<file path="config.mk">
export PLATFORM = sky130hd
export DESIGN_NAME = postfix_stack_evaluator_flat
export DESIGN_NICKNAME = d
export VERILOG_FILES = /design/src/rtl/pse_pkg.sv /design/src/rtl/pse_req_if.sv /design/src/rtl/pse_res_if.sv /design/src/rtl/pse_ram.sv /design/src/rtl/pse_datapath.sv /design/src/rtl/pse_ctrl.sv /design/src/rtl/postfix_stack_evaluator.sv /design/src/flat_wrapper.sv
export SDC_FILE = /design/constraint.sdc
export NUM_CORES = 2
export LEC_CHECK = 0
export BUFFER_PORTS_ARGS = -buffer_cell sky130_fd_sc_hd__buf_2
export CAP_MARGIN = 20
export CORE_UTILIZATION = 70
export CTS_BUF_LIST = sky130_fd_sc_hd__clkbuf_16
export DETAILED_ROUTE_END_ITERATION = 16
export GPL_TIMING_DRIVEN = 0
export PLACE_DENSITY = 0.86
export SETUP_SLACK_MARGIN = 0.3
export SLEW_MARGIN = 20
export SYNTH_ARGS = -nofsm -noshare
export SYNTH_HDL_FRONTEND = slang
export SYNTH_SLANG_ARGS = --single-unit
</file>
<file path="constraint.sdc">
create_clock -name clk -period 19.5 [get_ports clk]
set_input_delay 5.85 -clock clk [delete_from_list [all_inputs] [get_ports clk]]
set_output_delay 5.85 -clock clk [all_outputs]
set_load 0.05 [all_outputs]
</file>
<file path="src/rtl/pse_pkg.sv">
// pse_pkg: shared types and constants of the postfix stack evaluator
// no dependencies; imported by the interfaces, pse_ctrl, pse_datapath and the top level
`default_nettype none

package pse_pkg;

  localparam int VAL_W = 32;
  localparam int ITER_W = 6;   // holds the longest iteration count (32)

  localparam logic [1:0] REQ_PUSH = 2'd0;
  localparam logic [1:0] REQ_OPER = 2'd1;
  localparam logic [1:0] REQ_END  = 2'd2;

  localparam logic [2:0] OP_ADD = 3'd0;
  localparam logic [2:0] OP_SUB = 3'd1;
  localparam logic [2:0] OP_MUL = 3'd2;
  localparam logic [2:0] OP_DIV = 3'd3;
  localparam logic [2:0] OP_POW = 3'd4;

  localparam logic [ITER_W-1:0] DIV_STEPS = ITER_W'(32);
  localparam logic [ITER_W-1:0] POW_STEPS = ITER_W'(31);

  // controller to datapath
  typedef struct packed {
    logic load_tok;
    logic push_tok;
    logic push_res;
    logic pop;
    logic take_right;
    logic take_left;
    logic alu_start;
    logic alu_step;
    logic load_out;
  } pse_cmd_t;

  // datapath to controller
  typedef struct packed {
    logic [1:0] tok_req;
    logic [2:0] tok_op;
    logic       alu_busy;
    logic       out_free;
  } pse_status_t;

endpackage

`default_nettype wire

</file>
<file path="src/rtl/pse_req_if.sv">
// pse_req_if: token request channel (valid, ready, token fields)
// depends on pse_pkg
`default_nettype none

interface pse_req_if
  import pse_pkg::*;
();
  logic                    valid;
  logic                    ready;
  logic [1:0]              req_type;
  logic [2:0]              operator_code;
  logic signed [VAL_W-1:0] operand_value;

  modport source (output valid, output req_type, output operator_code,
                  output operand_value, input ready);
  modport sink   (input valid, input req_type, input operator_code,
                  input operand_value, output ready);
endinterface

`default_nettype wire

</file>
<file path="src/rtl/pse_res_if.sv">
// pse_res_if: result request channel (valid, ready, value and sticky flags)
// depends on pse_pkg
`default_nettype none

interface pse_res_if
  import pse_pkg::*;
();
  logic                    valid;
  logic                    ready;
  logic signed [VAL_W-1:0] result_value;
  logic                    stack_underflow;
  logic                    stack_overflow;
  logic                    divide_by_zero;

  modport source (output valid, output result_value, output stack_underflow,
                  output stack_overflow, output divide_by_zero, input ready);
  modport sink   (input valid, input result_value, input stack_underflow,
                  input stack_overflow, input divide_by_zero, output ready);
endinterface

`default_nettype wire

</file>
<file path="src/rtl/pse_ram.sv">
// pse_ram: generic single write port, single read port RAM with registered read
// no dependencies
`default_nettype none

module pse_ram #(
  parameter int WIDTH = 32,
  parameter int DEPTH = 32,
  localparam int AW = (DEPTH > 1) ? $clog2(DEPTH) : 1
) (
  input  wire logic             clk,
  input  wire logic             we,
  input  wire logic [AW-1:0]    waddr,
  input  wire logic [WIDTH-1:0] wdata,
  input  wire logic [AW-1:0]    raddr,
  output logic      [WIDTH-1:0] rdata
);

  logic [WIDTH-1:0] mem [DEPTH];

  always_ff @(posedge clk) begin
    if (we) begin
      mem[waddr] <= wdata;
    end
    rdata <= mem[raddr];
  end

endmodule

`default_nettype wire

</file>
<file path="src/rtl/pse_datapath.sv">
// pse_datapath: value stack, stack count, sticky flags, operand registers,
// add, subtract, iterative divide / multiply / power unit, output register
// depends on pse_pkg, pse_ram, pse_res_if
`default_nettype none

module pse_datapath
  import pse_pkg::*;
#(
  parameter int STACK_DEPTH = 32
) (
  input  wire logic             clk,
  input  wire logic             rst,
  input  wire logic [1:0]       req_type,
  input  wire logic [2:0]       operator_code,
  input  wire logic [VAL_W-1:0] operand_value,
  input  wire pse_cmd_t         cmd,
  output pse_status_t           status,
  pse_res_if.source             result
);

  localparam int AW = (STACK_DEPTH > 1) ? $clog2(STACK_DEPTH) : 1;
  localparam int CW = $clog2(STACK_DEPTH + 1);
  localparam logic [CW-1:0] FULL_COUNT = CW'(STACK_DEPTH);

  // token
  logic [1:0]       tok_req;
  logic [2:0]       tok_op;
  logic [VAL_W-1:0] tok_val;

  // stack control
  logic [CW-1:0]    count;
  logic [CW-1:0]    count_dec;
  logic             full;
  logic             empty;
  logic             pop_empty;
  logic             flag_uf;
  logic             flag_of;
  logic             flag_dz;

  logic             ram_we;
  logic [VAL_W-1:0] ram_wdata;
  logic [VAL_W-1:0] ram_rdata;
  logic [VAL_W-1:0] pop_val;

  // operands and arithmetic unit
  logic [VAL_W-1:0]  rgt;
  logic [VAL_W-1:0]  lft;
  logic [VAL_W-1:0]  acc;
  logic [VAL_W-1:0]  sq;
  logic [VAL_W-1:0]  rem;
  logic              neg;
  logic [ITER_W-1:0] cnt;
  logic [VAL_W-1:0]  lft_mag;
  logic [VAL_W-1:0]  rgt_mag;
  logic [VAL_W:0]    trial;
  logic [2*VAL_W-1:0] prod_acc;
  logic [2*VAL_W-1:0] prod_sq;
  logic [VAL_W-1:0]  alu_res;

  // output register
  logic             out_valid;
  logic [VAL_W-1:0] out_value;
  logic             out_uf;
  logic             out_of;
  logic             out_dz;

  assign count_dec = count - CW'(1);
  assign full      = (count == FULL_COUNT);
  assign empty     = (count == '0);
  assign pop_val   = pop_empty ? '0 : ram_rdata;

  assign ram_we    = (cmd.push_tok || cmd.push_res) && !full;
  assign ram_wdata = cmd.push_tok ? tok_val : alu_res;

  pse_ram #(
    .WIDTH (VAL_W),
    .DEPTH (STACK_DEPTH)
  ) u_stack (
    .clk   (clk),
    .we    (ram_we),
    .waddr (count[AW-1:0]),
    .wdata (ram_wdata),
    .raddr (count_dec[AW-1:0]),
    .rdata (ram_rdata)
  );

  assign lft_mag  = lft[VAL_W-1] ? (VAL_W'(0) - lft) : lft;
  assign rgt_mag  = rgt[VAL_W-1] ? (VAL_W'(0) - rgt) : rgt;
  assign trial    = {rem, acc[VAL_W-1]} - {1'b0, sq};
  assign prod_acc = (2*VAL_W)'(acc) * (2*VAL_W)'(sq);
  assign prod_sq  = (2*VAL_W)'(sq) * (2*VAL_W)'(sq);
  assign alu_res  = neg ? (VAL_W'(0) - acc) : acc;

  // control state: stack count, flags, iteration count, output valid
  always_ff @(posedge clk) begin
    if (rst) begin
      count     <= '0;
      pop_empty <= 1'b0;
      flag_uf   <= 1'b0;
      flag_of   <= 1'b0;
      flag_dz   <= 1'b0;
      cnt       <= '0;
      out_valid <= 1'b0;
    end else begin
      if (cmd.push_tok || cmd.push_res) begin
        if (full) begin
          flag_of <= 1'b1;
        end else begin
          count <= count + CW'(1);
        end
      end
      if (cmd.pop) begin
        if (empty) begin
          flag_uf   <= 1'b1;
          pop_empty <= 1'b1;
        end else begin
          count     <= count_dec;
          pop_empty <= 1'b0;
        end
      end
      if (cmd.alu_start) begin
        cnt <= '0;
        case (tok_op)
          OP_MUL: cnt <= ITER_W'(1);
          OP_DIV: begin
            if (rgt == '0) begin
              flag_dz <= 1'b1;
            end else begin
              cnt <= DIV_STEPS;
            end
          end
          OP_POW: begin
            if (rgt[VAL_W-1]) begin
              if (lft == '0) begin
                flag_dz <= 1'b1;
              end
            end else begin
              cnt <= POW_STEPS;
            end
          end
          default: ;
        endcase
      end else if (cmd.alu_step) begin
        cnt <= cnt - ITER_W'(1);
      end
      if (cmd.load_out) begin
        out_valid <= 1'b1;
        count     <= '0;
        flag_uf   <= 1'b0;
        flag_of   <= 1'b0;
        flag_dz   <= 1'b0;
      end else if (result.ready) begin
        out_valid <= 1'b0;
      end
    end
  end

  // payload registers
  always_ff @(posedge clk) begin
    if (cmd.load_tok) begin
      tok_req <= req_type;
      tok_op  <= operator_code;
      tok_val <= operand_value;
    end
    if (cmd.take_right) begin
      rgt <= pop_val;
    end
    if (cmd.take_left) begin
      lft <= pop_val;
    end
    if (cmd.alu_start) begin
      neg <= 1'b0;
      rem <= '0;
      sq  <= rgt;
      case (tok_op)
        OP_ADD: acc <= lft + rgt;
        OP_SUB: acc <= lft - rgt;
        OP_MUL: begin
          // one multiply step with the exponent bit forced on
          acc <= lft;
          rem <= VAL_W'(1);
        end
        OP_DIV: begin
          acc <= (rgt == '0) ? '0 : lft_mag;
          sq  <= rgt_mag;
          neg <= (rgt != '0) && (lft[VAL_W-1] ^ rgt[VAL_W-1]);
        end
        default: begin
          if (rgt[VAL_W-1]) begin
            // negative exponent
            if (lft == VAL_W'(1)) begin
              acc <= VAL_W'(1);
            end else if (lft == '1) begin
              acc <= rgt[0] ? '1 : VAL_W'(1);
            end else begin
              acc <= '0;
            end
          end else begin
            acc <= VAL_W'(1);
            sq  <= lft;
            rem <= rgt;
          end
        end
      endcase
    end else if (cmd.alu_step) begin
      if (tok_op == OP_DIV) begin
        // restoring divide, one quotient bit per step
        if (!trial[VAL_W]) begin
          rem <= trial[VAL_W-1:0];
          acc <= {acc[VAL_W-2:0], 1'b1};
        end else begin
          rem <= {rem[VAL_W-2:0], acc[VAL_W-1]};
          acc <= {acc[VAL_W-2:0], 1'b0};
        end
      end else begin
        // square and multiply, one exponent bit per step
        if (rem[0]) begin
          acc <= prod_acc[VAL_W-1:0];
        end
        sq  <= prod_sq[VAL_W-1:0];
        rem <= {1'b0, rem[VAL_W-1:1]};
      end
    end
    if (cmd.load_out) begin
      out_value <= rgt;
      out_uf    <= flag_uf;
      out_of    <= flag_of;
      out_dz    <= flag_dz;
    end
  end

  assign status.tok_req  = tok_req;
  assign status.tok_op   = tok_op;
  assign status.alu_busy = (cnt != '0);
  assign status.out_free = !out_valid || result.ready;

  assign result.valid           = out_valid;
  assign result.result_value    = out_value;
  assign result.stack_underflow = out_uf;
  assign result.stack_overflow  = out_of;
  assign result.divide_by_zero  = out_dz;

endmodule

`default_nettype wire

</file>
<file path="src/rtl/pse_ctrl.sv">
// pse_ctrl: token sequencer; decodes one token and steps the datapath
// depends on pse_pkg
`default_nettype none

module pse_ctrl
  import pse_pkg::*;
(
  input  wire logic        clk,
  input  wire logic        rst,
  input  wire logic        in_valid,
  output logic             in_ready,
  input  wire pse_status_t status,
  output pse_cmd_t         cmd
);

  typedef enum logic [2:0] {
    S_IDLE,
    S_DECODE,
    S_POP_L,
    S_TAKE_L,
    S_EXEC,
    S_ITER,
    S_TAKE_F,
    S_EMIT
  } state_t;

  state_t state;
  state_t state_next;

  assign in_ready = (state == S_IDLE);

  always_comb begin
    cmd        = '0;
    state_next = state;
    unique case (state)
      S_IDLE: begin
        if (in_valid) begin
          cmd.load_tok = 1'b1;
          state_next   = S_DECODE;
        end
      end
      S_DECODE: begin
        state_next = S_IDLE;
        case (status.tok_req)
          REQ_PUSH: cmd.push_tok = 1'b1;
          REQ_OPER: begin
            if (status.tok_op <= OP_POW) begin
              cmd.pop    = 1'b1;
              state_next = S_POP_L;
            end
          end
          REQ_END: begin
            cmd.pop    = 1'b1;
            state_next = S_TAKE_F;
          end
          default: ;
        endcase
      end
      S_POP_L: begin
        cmd.take_right = 1'b1;
        cmd.pop        = 1'b1;
        state_next     = S_TAKE_L;
      end
      S_TAKE_L: begin
        cmd.take_left = 1'b1;
        state_next    = S_EXEC;
      end
      S_EXEC: begin
        cmd.alu_start = 1'b1;
        state_next    = S_ITER;
      end
      S_ITER: begin
        if (status.alu_busy) begin
          cmd.alu_step = 1'b1;
        end else begin
          cmd.push_res = 1'b1;
          state_next   = S_IDLE;
        end
      end
      S_TAKE_F: begin
        cmd.take_right = 1'b1;
        state_next     = S_EMIT;
      end
      S_EMIT: begin
        if (status.out_free) begin
          cmd.load_out = 1'b1;
          state_next   = S_IDLE;
        end
      end
      default: state_next = S_IDLE;
    endcase
  end

  always_ff @(posedge clk) begin
    if (rst) begin
      state <= S_IDLE;
    end else begin
      state <= state_next;
    end
  end

endmodule

`default_nettype wire

</file>
<file path="src/rtl/postfix_stack_evaluator.sv">
// postfix_stack_evaluator: top level, postfix integer expression evaluator
// depends on pse_pkg, pse_req_if, pse_res_if, pse_ctrl, pse_datapath, pse_ram
//
//  channel  role    carries
//  -------  ------  ------------------------------------------------------------
//  token    sink    req_type, operator_code, operand_value (one token per request)
//  result   source  result_value, stack_underflow, stack_overflow, divide_by_zero
//
// one token at a time; token ready is high only while the sequencer is idle
// push, unused request or unused operator: load and decode, then back to idle
// add / subtract: pop, pop, execute, push; multiply: plus a single multiplier step
// divide: 32-step restoring divider; a zero divisor skips it, sets divide_by_zero
// power: 31 square-and-multiply steps; a negative exponent skips them
// end token: pop, take the value, then wait for the output register to drain
// synchronous active-high reset clears count, flags and control; no clearing pass
`default_nettype none

module postfix_stack_evaluator
  import pse_pkg::*;
#(
  parameter int STACK_DEPTH = 32
) (
  input  wire logic  clk,
  input  wire logic  rst,
  pse_req_if.sink    token,
  pse_res_if.source  result
);

  pse_cmd_t    cmd;
  pse_status_t status;

  // sequencer: owns token ready, steps the datapath
  pse_ctrl u_ctrl (
    .clk      (clk),
    .rst      (rst),
    .in_valid (token.valid),
    .in_ready (token.ready),
    .status   (status),
    .cmd      (cmd)
  );

  // stack, flags, arithmetic and result register
  pse_datapath #(
    .STACK_DEPTH (STACK_DEPTH)
  ) u_datapath (
    .clk           (clk),
    .rst           (rst),
    .req_type      (token.req_type),
    .operator_code (token.operator_code),
    .operand_value (token.operand_value),
    .cmd           (cmd),
    .status        (status),
    .result        (result)
  );

endmodule

`default_nettype wire
</file>
<file path="src/flat_wrapper.sv">
// flat-port wrapper written by rule: the top's interface ports become plain ports
module postfix_stack_evaluator_flat import pse_pkg::*;
#(
  parameter int STACK_DEPTH = 32
)
  (clk, rst, token_valid, token_req_type, token_operator_code, token_operand_value, token_ready, result_valid, result_result_value, result_stack_underflow, result_stack_overflow, result_divide_by_zero, result_ready);
  pse_req_if token_i ();
  pse_res_if result_i ();
  input  wire logic clk;
  input  wire logic rst;
  input wire logic [$bits(token_i.valid)-1:0] token_valid;
  input wire logic [$bits(token_i.req_type)-1:0] token_req_type;
  input wire logic [$bits(token_i.operator_code)-1:0] token_operator_code;
  input wire logic [$bits(token_i.operand_value)-1:0] token_operand_value;
  output wire logic [$bits(token_i.ready)-1:0] token_ready;
  output wire logic [$bits(result_i.valid)-1:0] result_valid;
  output wire logic [$bits(result_i.result_value)-1:0] result_result_value;
  output wire logic [$bits(result_i.stack_underflow)-1:0] result_stack_underflow;
  output wire logic [$bits(result_i.stack_overflow)-1:0] result_stack_overflow;
  output wire logic [$bits(result_i.divide_by_zero)-1:0] result_divide_by_zero;
  input wire logic [$bits(result_i.ready)-1:0] result_ready;
  assign token_i.valid = token_valid;
  assign token_i.req_type = token_req_type;
  assign token_i.operator_code = token_operator_code;
  assign token_i.operand_value = token_operand_value;
  assign token_ready = token_i.ready;
  assign result_valid = result_i.valid;
  assign result_result_value = result_i.result_value;
  assign result_stack_underflow = result_i.stack_underflow;
  assign result_stack_overflow = result_i.stack_overflow;
  assign result_divide_by_zero = result_i.divide_by_zero;
  assign result_i.ready = result_ready;
  postfix_stack_evaluator #(.STACK_DEPTH(STACK_DEPTH)) u_core (.clk(clk), .rst(rst), .token(token_i), .result(result_i));
endmodule
</file>
==> results of run 1 <==
==> cell families after synthesis <==
family	Yosys count	synth area share, %
AND/OR/NAND/NOR	1525	8.54
flip-flops	1309	45.5
buffers and inverters	1199	5.34
adder cells (fa/ha/maj)	1108	23.1
AO/OA/AOI/OAI	730	5.40
multiplexers	397	9.42
XOR/XNOR	254	2.62
==> per-layer routing <==
metal | global-route usage [%] | GRT overflow
met4 | 69.6 | 181
met3 | 57.7 | 91
met5 | 37.4 | 24
met2 | 91.0 | 415
met1 | 77.9 | 129
==> per-stage QoR <==
| step | std cells | area, um2 |
|---|---|---|
| after detailed placement | 8319 | 89700 |
| after global placement | 8211 | 87600 |
| after floorplan | 6522 | 85200 |
| after CTS | 8528 | 93300 |
==> impl_metrics.py, run 1 <==
metrics = {
    "outcome": {
        "status": "did not finish",
        "lastStage": "global routing (5_1_grt)",
        "tool.error": "[ERROR GRT-0116] Global routing finished with congestion. Check the congestion regions in the DRC Viewer.",
    },
    "synthesis": {
        "synth_most_common_cell": "edfxtp_1",
        "syn_nets": 7671,
        "synth_largest_area_cell": "edfxtp_1",
        "synth-main-ff-cell": "edfxtp_1",
        "ys_warn_count": 0,
        "synth_area_leaders": "edfxtp_1 (44%), fa_1 (18%), mux4_2 (8.5%), ha_1 (4.9%), inv_1 (3.8%)",
        "synth_cells": 6522,
        "synth_edf_count": 1257,
        "ys_ff_latch": 1309,
        "synthArstFlopShare_pct": 0,
        "synth_common_cells": "edfxtp_1 (1257), inv_1 (853), fa_1 (777)",
        "synth.cell_area_mm2": 0.0852,
        "avgSynthCellArea_um2": 13.1,
        "synthDominantCellAreaShare_pct": 44.3,
        "yosys.cell_types.count": 92,
        "yosysSeqAreaShare_pct": 45.5,
    },
    "clock_tree": {
        "post_cts_resized": 0,
        "numCtsBuffers": 112,
        "postCtsSetupRepairBufs": 0,
        "cts_root_buf": "clkbuf_16",
        "clock_sinks": 1309,
        "clock_path_buffers": 3,
        "cts.htree.levels": 3,
        "cts-hold-fix-buffers": 0,
    },
    "die": {
        "start_util_pct": 70.8,
        "die_y_um": 351,
        "io_pins": 78,
        "num_rows": 127,
        "die_x_um": 351,
    },
    "grt": {
        "grt_pass1_wl_um": 625000,
        "gr-total-overflow": 840,
        "grt_usage_pct": 74.9,
        "grt_pass1_vias": 74800,
        "grt_max_degree": 33,
    },
    "place": {
        "io_buffers": 77,
        "gp_congestion": 1.05,
        "place_ws_ps": 9180,
        "dp_hpwl_um": 258000,
    },
}
==> run 2, diff against run 1 <==
CORE_UTILIZATION = 40   (was 70)
CTS_BUF_LIST = not set   (was sky130_fd_sc_hd__clkbuf_16)
PLACE_DENSITY = not set   (was 0.86)
PLACE_DENSITY_LB_ADDON = 0.15   (was not set)
SETUP_SLACK_MARGIN = not set   (was 0.3)
==> run 2 against run 1 <==
The flow now finishes without violations. Synthesized cell count unchanged. Synthesized area unchanged.
==> impl_metrics.py, run 2 <==
metrics = {
    "outcome": {
        "status": "complete, no violations",
    },
    "die": {
        "die_y_um": 463,
        "die_x_um": 463,
        "start_util_pct": 40.4,
        "dieArea_mm2": 0.215,
        "num_rows": 168,
        "coreArea_mm2": 0.211,
        "io_pins": 78,
    },
    "clock_tree": {
        "postCtsSetupRepairBufs": 0,
        "clk_latency_ps": 780,
        "clk_pin_slew_ps": 70,
        "clock_path_buffers": 3,
        "cts-hold-fix-buffers": 0,
        "cts_root_buf": "clkbuf_16",
        "numCtsBuffers": 120,
        "cts_tree": "yes",
        "clock_sinks": 1309,
        "post_cts_resized": 0,
        "cts.htree.levels": 3,
    },
    "synthesis": {
        "synth_cells": 6522,
        "synth-main-ff-cell": "edfxtp_1",
        "synth_most_common_cell": "edfxtp_1",
        "yosys.cell_types.count": 92,
        "synth_largest_area_cell": "edfxtp_1",
        "avgSynthCellArea_um2": 13.1,
        "ys_ff_latch": 1309,
        "synth_edf_count": 1257,
        "syn_nets": 7671,
        "synth.cell_area_mm2": 0.0852,
        "synthArstFlopShare_pct": 0,
        "yosysSeqAreaShare_pct": 45.5,
        "synth_area_leaders": "edfxtp_1 (44%), fa_1 (18%), mux4_2 (8.5%), ha_1 (4.9%), inv_1 (3.8%)",
        "synth_common_cells": "edfxtp_1 (1257), inv_1 (853), fa_1 (777)",
        "synthDominantCellAreaShare_pct": 44.3,
        "ys_warn_count": 0,
    },
    "worst_setup_path": {
        "r2r-start": "u_core.u_datapath.sq[5]",
        "crit_path_end_kind": "flop",
        "crit_fanout": 11,
        "cp_common_cell": "fa_1",
        "cp-start-kind": "flop",
        "r2r_slack_ps": 9020,
        "slowest_stage": "clkbuf_1",
        "critPathRequiredTime_ps": 19970,
        "r2r-end": "u_core.u_datapath.sq[31]",
        "cp.arrival_ps": 10950,
        "crit_type": "flop to flop",
        "cpPeakStageDelay_ps": 900,
        "r2r_cells": 27,
    },
    "detailed_routing": {
        "drt_pass1_iterations": 6,
        "avgRoutedWirePerCell_um": 30.7,
        "num_vias": 55200,
        "drt-initial-drc-count": 5653,
        "drcViolationCount": 0,
        "ant_nets": 0,
        "routed_wl_um": 300000,
        "vias_per_cell": 5.66,
    },
    "layout": {
        "final_common_cell": "edfxtp_1",
        "syn2layout_area_growth_pct": 12.4,
        "largest_register_ffs": 1024,
        "drive_gt1_share_pct": 13.0,
        "utilization_pct": 45.5,
        "top_register": "u_core.u_datapath.u_stack.mem",
        "fin_nets": 7988,
        "final_cell_mix": "edfxtp_1 (1257), inv_1 (852), fa_1 (777)",
    },
    "timing": {
        "rsz0062_at_grt": "false",
        "worstMarginPinSlew_ps": 1260,
        "slew_violations": 0,
        "fin_crit_ps": 10480,
        "relSlewSlack_pct": 15.8,
        "max_freq_ghz": 0.0954,
        "setup_viol": 0,
        "fin_crit_sh_pct": 53.7,
        "hold_violations": 0,
        "tns_ps": 0,
        "fin_skew_ps": 41.7,
        "finalWorstSetupSlack_ps": 9020,
    },
    "place": {
        "io_buffers": 77,
        "dp_hpwl_um": 228000,
        "gp_congestion": 0.989,
        "place_ws_ps": 9220,
    },
    "grt": {
        "antenna_found_initial": 24,
        "grt_pass1_vias": 57100,
        "grt_usage_pct": 27.9,
        "grt_pass1_wl_um": 426000,
        "grt_max_degree": 35,
        "gr-total-overflow": 0,
    },
    "min_path": {
        "hold_end": "u_core.u_datapath.result.result_value[19]",
        "hold_path.class": "flop to flop",
        "holdCritStartpoint": "u_core.u_datapath.rgt[19]",
        "hold_depth": 0,
    },
    "job": {
        "maxCapViolations": 0,
    },
}
## run 2: cell counts after synthesis
Identical to the previous run, type by type.
## run 2: layer usage
metal | global-route usage [%] | part of all wire [%] | wire [um] | vias up
met5 | 0 | 0.023 | 70 | -
met1 | 36.2 | 40 | 119000 | 29100
li1 | - | - | - | 23300
met3 | 3.56 | 6.4 | 19000 | 554
met4 | 12.1 | 4.9 | 14800 | 12
met2 | 47.1 | 49 | 147000 | 2326
## run 2: cell families (layout without fill, tap and decap cells)
logic type                 Yosys count  count (layout)  synth area share, %
and+or+nand+nor                   1525            1525                 8.54
DFF                               1309            1309                 45.5
buffers and inverters             1199            1619                 5.34
adders and majority gates         1108            1108                 23.1
AOI/OAI and AO/OA                  730             730                 5.40
muxes                              397             397                 9.42
xor gates and xnor gates           254             254                 2.62
other                                0              11                    0
## run 2: how the worst max path moves through the flow
stage	slack, ps	depth (start not counted)	start	end
finish	9020	27	u_core.u_datapath.sq[5]	u_core.u_datapath.sq[31]
global route	8920	27	u_core.u_datapath.sq[5]	u_core.u_datapath.sq[31]
CTS	9190	27	u_core.u_datapath.sq[5]	u_core.u_datapath.sq[31]
detailed placement	9220	27	u_core.u_datapath.sq[5]	u_core.u_datapath.sq[31]
global placement	8760	27	u_core.u_datapath.sq[6]	u_core.u_datapath.sq[31]
floorplan	11320	5	result_ready	u_core.u_datapath.count[4]
## run 2: worst max-delay path: cells and delay by family (launching register included)
family | cells | cell delay, ps
adder cells (fa/ha/maj) | 9 | 4390
AO/OA/AOI/OAI | 8 | 2270
buffers and inverters | 7 | 2080
flip-flops | 1 | 640
AND/OR/NAND/NOR | 2 | 520
XOR/XNOR | 1 | 250
## run 2: layout make-up
cell class,instances,area [um2]
Antenna cell,11,27.5
Buffer,337,1370
Clock buffer,168,3500
Clock inverter,57,465
Fill cell,19100,115000
Inverter,862,3240
Multi-Input combinational cell,4014,42400
Sequential cell,1309,38800
Tap cell,2805,3510
Timing Repair Buffer,195,2420
## run 2: per-stage QoR
step / hold WS, ps / std cells / instance area [um2]
floorplan: 409 / 6522 / 85200
global placement: 444 / 9404 / 89000
detailed placement: 438 / 9520 / 91700
CTS: 457 / 9745 / 95700
global route: 478 / 9748 / 95700
finish: 456 / 9758 / 95700
Power of run 2 is left out: the tool's default activity adds up to more than one toggle a clock period on the data nets, which glitch-free logic cannot reach.
